## src/sv/bitmap_page_allocator_rotor_assert.svh

```systemverilog
// assertion macros used by the allocator controller
`ifndef BITMAP_PAGE_ALLOCATOR_ROTOR_ASSERT_SVH
`define BITMAP_PAGE_ALLOCATOR_ROTOR_ASSERT_SVH

`ifndef NO_ASSERTIONS

// same-cycle implication
`define BPAR_ASSERT_IMPL(label, clk, rst_n, ante, cons) \
    label: assert property (@(posedge clk) disable iff (!rst_n) (ante) |-> (cons)) \
        else $error("%m: implication check failed");

// next-cycle implication
`define BPAR_ASSERT_NEXT(label, clk, rst_n, ante, cons) \
    label: assert property (@(posedge clk) disable iff (!rst_n) (ante) |=> (cons)) \
        else $error("%m: next-cycle check failed");

`else

`define BPAR_ASSERT_IMPL(label, clk, rst_n, ante, cons)
`define BPAR_ASSERT_NEXT(label, clk, rst_n, ante, cons)

`endif

`endif

```

## src/sv/bpar_pkg.sv

```systemverilog
package bpar_pkg;

    localparam int MAP_DEPTH_BYTES = 512;
    localparam int MAP_AW          = $clog2(MAP_DEPTH_BYTES);
    localparam int USED_W          = $clog2(MAP_DEPTH_BYTES + 1);
    localparam int MAX_SHIFT       = 8;
    localparam int OFFSET_W        = 20;
    localparam int CFG_W           = 10;
    localparam int SHIFT_W         = 4;

    // configuration register indexes
    localparam logic REG_MAP_BYTES = 1'b0;
    localparam logic REG_SHIFT     = 1'b1;

    // request kinds
    localparam logic OP_ALLOC = 1'b0;
    localparam logic OP_FREE  = 1'b1;

    typedef enum logic [1:0] {
        ST_OK     = 2'd0,
        ST_FULL   = 2'd1,
        ST_DOUBLE = 2'd2,
        ST_RANGE  = 2'd3
    } st_t;

    // controller to datapath
    typedef struct packed {
        logic load_in;
        logic start_rd;
        logic scan_step;
        logic alloc_commit;
        logic free_commit;
        logic clr_step;
        logic st_set;
        st_t  st_val;
        logic out_load;
    } dp_cmd_t;

    // datapath to controller
    typedef struct packed {
        logic is_free;
        logic map_empty;
        logic pg_range;
        logic byte_nz;
        logic scan_last;
        logic bit_set;
        logic clr_last;
    } dp_sts_t;

endpackage

```

## src/sv/bpar_ctrl.sv

```systemverilog
`include "bitmap_page_allocator_rotor_assert.svh"

module bpar_ctrl (
    input  logic              clk,
    input  logic              rst_n,
    input  logic              in_valid,
    output logic              in_ready,
    output logic              out_valid,
    input  logic              out_ready,
    input  bpar_pkg::dp_sts_t sts,
    output bpar_pkg::dp_cmd_t cmd
);

    import bpar_pkg::*;

    typedef enum logic [2:0] {
        S_CLR,
        S_IDLE,
        S_START,
        S_SCAN,
        S_FCHK,
        S_FIN
    } state_t;

    state_t state_reg, state_next;
    logic   out_valid_reg, out_valid_next;

    always_comb
    begin
        cmd            = '0;
        cmd.st_val     = ST_OK;
        state_next     = state_reg;
        out_valid_next = out_valid_reg & ~out_ready;
        case (state_reg)
            S_CLR:
            begin
                cmd.clr_step = 1'b1;
                if (sts.clr_last)
                begin
                    state_next = S_IDLE;
                end
            end
            S_IDLE:
            begin
                if (in_valid)
                begin
                    cmd.load_in = 1'b1;
                    state_next  = S_START;
                end
            end
            S_START:
            begin
                if (sts.is_free)
                begin
                    if (sts.pg_range)
                    begin
                        cmd.st_set = 1'b1;
                        cmd.st_val = ST_RANGE;
                        state_next = S_FIN;
                    end
                    else
                    begin
                        cmd.start_rd = 1'b1;
                        state_next   = S_FCHK;
                    end
                end
                else if (sts.map_empty)
                begin
                    cmd.st_set = 1'b1;
                    cmd.st_val = ST_FULL;
                    state_next = S_FIN;
                end
                else
                begin
                    cmd.start_rd = 1'b1;
                    state_next   = S_SCAN;
                end
            end
            S_SCAN:
            begin
                if (sts.byte_nz)
                begin
                    cmd.alloc_commit = 1'b1;
                    state_next       = S_FIN;
                end
                else if (sts.scan_last)
                begin
                    cmd.st_set = 1'b1;
                    cmd.st_val = ST_FULL;
                    state_next = S_FIN;
                end
                else
                begin
                    cmd.scan_step = 1'b1;
                end
            end
            S_FCHK:
            begin
                if (sts.bit_set)
                begin
                    cmd.st_set = 1'b1;
                    cmd.st_val = ST_DOUBLE;
                end
                else
                begin
                    cmd.free_commit = 1'b1;
                end
                state_next = S_FIN;
            end
            S_FIN:
            begin
                if (!out_valid_reg || out_ready)
                begin
                    cmd.out_load   = 1'b1;
                    out_valid_next = 1'b1;
                    state_next     = S_IDLE;
                end
            end
            default:
            begin
                state_next = S_IDLE;
            end
        endcase
    end

    always_ff @(posedge clk or negedge rst_n)
    begin
        if (!rst_n)
        begin
            state_reg     <= S_CLR;
            out_valid_reg <= 1'b0;
        end
        else
        begin
            state_reg     <= state_next;
            out_valid_reg <= out_valid_next;
        end
    end

    assign in_ready  = (state_reg == S_IDLE);
    assign out_valid = out_valid_reg;

    // never overwrite a result that has not been taken
    `BPAR_ASSERT_IMPL(a_load_free, clk, rst_n, cmd.out_load, !out_valid_reg || out_ready)
    `BPAR_ASSERT_NEXT(a_load_shows, clk, rst_n, cmd.out_load, out_valid_reg)
    // at most one map write per cycle
    `BPAR_ASSERT_IMPL(a_one_write, clk, rst_n, 1'b1,
        $onehot0({cmd.clr_step, cmd.alloc_commit, cmd.free_commit}))
    // scan only moves past an empty byte that is not the last
    `BPAR_ASSERT_IMPL(a_scan_step, clk, rst_n, cmd.scan_step, !sts.byte_nz && !sts.scan_last)

endmodule

```

## config.mk

```make
export PLATFORM = sky130hd
export DESIGN_NAME = bpar_ctrl
export DESIGN_NICKNAME = d
export VERILOG_FILES = /design/src/sv/bpar_pkg.sv /design/src/sv/bpar_ctrl.sv
export VERILOG_INCLUDE_DIRS = /design/src /design/src/sv
export SDC_FILE = /design/constraint.sdc
export NUM_CORES = 1
export LEC_CHECK = 0
export BUFFER_PORTS_ARGS = -buffer_cell sky130_fd_sc_hd__buf_2
export CORE_AREA = 2 2 39 41
export CTS_CLUSTER_SIZE = 16
export DETAILED_ROUTE_END_ITERATION = 12
export DIE_AREA = 0 0 41 43
export PLACE_DENSITY = 0.6
export SLEW_MARGIN = 20
export SYNTH_ARGS = -nofsm -noshare
export SYNTH_HDL_FRONTEND = slang
export SYNTH_SLANG_ARGS = --single-unit
```

## constraint.sdc

```tcl
create_clock -name clk -period 1.2 [get_ports clk]
set_input_delay 0.18 -clock clk [delete_from_list [all_inputs] [get_ports clk]]
set_output_delay 0.18 -clock clk [all_outputs]
set_load 0.005 [all_outputs]
```

==> flow_summary.ini <==
[run_status]
status = finished with violations
violations = negative setup slack

[setup_path]
cp_max_fo = 7
cp-start-kind = flop
cp-end-kind = output pin
cp.arrival_ns = 1.22
critPathKind = flop to output pin
crit_required_ns = 1.02

[synth]
synth_edf_count = 0
synth_common_cells = 4 x dfrtp_1, 4 x nand2_1, 4 x nor2_1
syn_avg_cell_area_um2 = 8.67
seq_area_frac_synth_pct = 26.2
synth_cell_types = 26
synth_nets = 55
synth_top_area_share_pct = 26.2
synth.largest_area_cell = dfrtp_1
synth_cells = 44
netlist_area_um2 = 382
ys.warnings.count = 0
ys_dominant_reg_cell = dfrtp_1
synth.area.top_cells = dfrtp_1 26%, buf_6 8.9%, nand2b_1 4.9%
ys_seq_elements = 4
async_reset_ff_share_pct = 100

[drt]
ant_nets = 0
drtPass1Iterations = 3
drc = 0
wirelength_um = 1030
drt_iter0_drc = 1
num_vias = 448
viasPerCell = 4.82
routedWlPerCell_um = 11.0

[floorplan]
die_w_um = 41
rows = 14
core_region_area_um2 = 1380
die-area_um2 = 1760
top_level_ports = 23
dieHeight_um = 43
start_util_pct = 27.6

[cts]
cts_tree = yes
cts-root-buf = clkbuf_4
ctsHtreeMaxLevel = 1
clk-insertion-delay-late_ns = 0.24
cts.clk_slew.worst_paths_ns = 0.04
numCtsBuffers = 3
cts_max_path_buffers = 2
cts.sinks = 4

[sta]
finalHoldViolations = 0
finalWorstSetupSlack_ns = -0.202
fmax_mhz = 713
holdWs_ns = 0.234
setup-tns-final_ns = -1.49
tightest_slew_ns = 0.205
maxSlewHeadroom_pct = 86.3
finalWorstPathRequiredPeriod_ns = 1.40
setup_viol = 12
rsz0062_at_grt = yes
fin_worst_skew_ns = 0.00591
slew_violations = 0
timing.final.crit_share_pct = 117

[grt]
grt_max_degree = 8
grt_pass1_vias = 387
antenna_found_initial = 0
grt.overflow.total = 0
grt_pass1_wl_um = 1610
grt_use_total_pct = 13.3

[layout]
layout-drive-gt1-share_pct = 64.9
fin_nets = 90
largest_reg_flops = 3
syn_to_final_growth_pct = 69.8
antenna_cells = 0
fin_util_pct = 46.8
design_area_um2 = 648

[place]
hpwl_um = 768
place_ws_ns = 0.0261
placed_cell_area_um2 = 523
port_buffers = 22
gp_congestion = 0.779

[power_and_ir_drop]
leakage_nw = 0.324
p_per_area_nw_per_um2 = 2150
vdd_drop_max_v = 0.000839

[min_path]
hold_path_class = input port to flop

[run]
drv_cap = 0
power breakdown:
part | internal [mW] | leakage [nW] | total (mW) | switching [mW]
clock | 0.112 | 0.0138 | 0.173 | 0.0604
sequential | 0.207 | 0.0462 | 0.301 | 0.0949
combinational | 0.537 | 0.264 | 0.917 | 0.380
total | 0.856 | 0.324 | 1.39 | 0.535
cell usage in the layout (no fill, tap or decap), types with 2 or more instances in the layout:
cell type / count
buf_2: 21
buf_4: 6
buf_6: 5
nor2_1: 4
nand2_1: 4
nand2b_1: 3
clkbuf_4: 3
dfrtp_2: 3
nor3b_2: 2
nand3b_1: 2
o21ai_1: 2
and3_1: 2
nor3_2: 2
a21oi_1: 2
worst max-delay path: stages, from the launching register on:
cell      delay, ns
dfrtp_2        0.44
and2b_4        0.28
nand3b_1       0.07
o21ai_1        0.07
buf_2          0.12
worst paths after layout:
path	from	end	slack, ns	cells past startpoint
max	state_reg[1]$_DFFE_PN0P_	cmd[3]	-0.20	4
min	sts[0]	state_reg[0]$_DFFE_PN0P_	0.23	3
max reg2reg	state_reg[2]$_DFFE_PN0P_	state_reg[2]$_DFFE_PN0P_	-0.01	5
min reg2reg	out_valid$_DFF_PN0_	out_valid$_DFF_PN0_	0.53	2
max in group asynchronous	rst_n	state_reg[2]$_DFFE_PN0P_	0.80	2
min in group asynchronous	rst_n	state_reg[0]$_DFFE_PN0P_	0.27	2
timing repair:
action                                  4_1_cts  5_1_grt
endpoints found under the setup margin       11       14
gates resized for setup                       9        8
hold endpoints to repair                      4        0
buffers inserted                              3        3
pin swaps                                     5        2
hold buffers                                  1        0
area by class of cell:
class	count	area, um2
Inverter	1	3.75
Sequential cell	4	104
Tap cell	16	20.0
Clock buffer	3	22.5
Fill cell	137	736
Timing Repair Buffer	33	216
Multi-Input combinational cell	36	282
through the flow:
stage | power, mW | instances
final | 1.39 | 93
after global routing | 1.51 | 93
after CTS | 1.28 | 91
after detailed placement | 0.985 | 85
after global placement | 0.980 | 85
after floorplan | 0.764 | 44
kinds of logic after synthesis:
logic type | synth area share (%)
AO/OA/AOI/OAI | 22.0
buffers and inverters | 9.83
flip-flops | 26.2
multiplexers | 3.93
AND/OR/NAND/NOR | 38.0
metal layers:
| metal | wire [um] | global-route usage (%) | vias to the layer above |
|---|---|---|---|
| li1 | - | - | 225 |
| met5 | 0 | 0 | - |
| met1 | 437 | 17.9 | 204 |
| met4 | 17 | 6.00 | 0 |
| met2 | 485 | 18.4 | 17 |
| met3 | 85 | 4.71 | 2 |
Power figures use the tool's default switching activity.
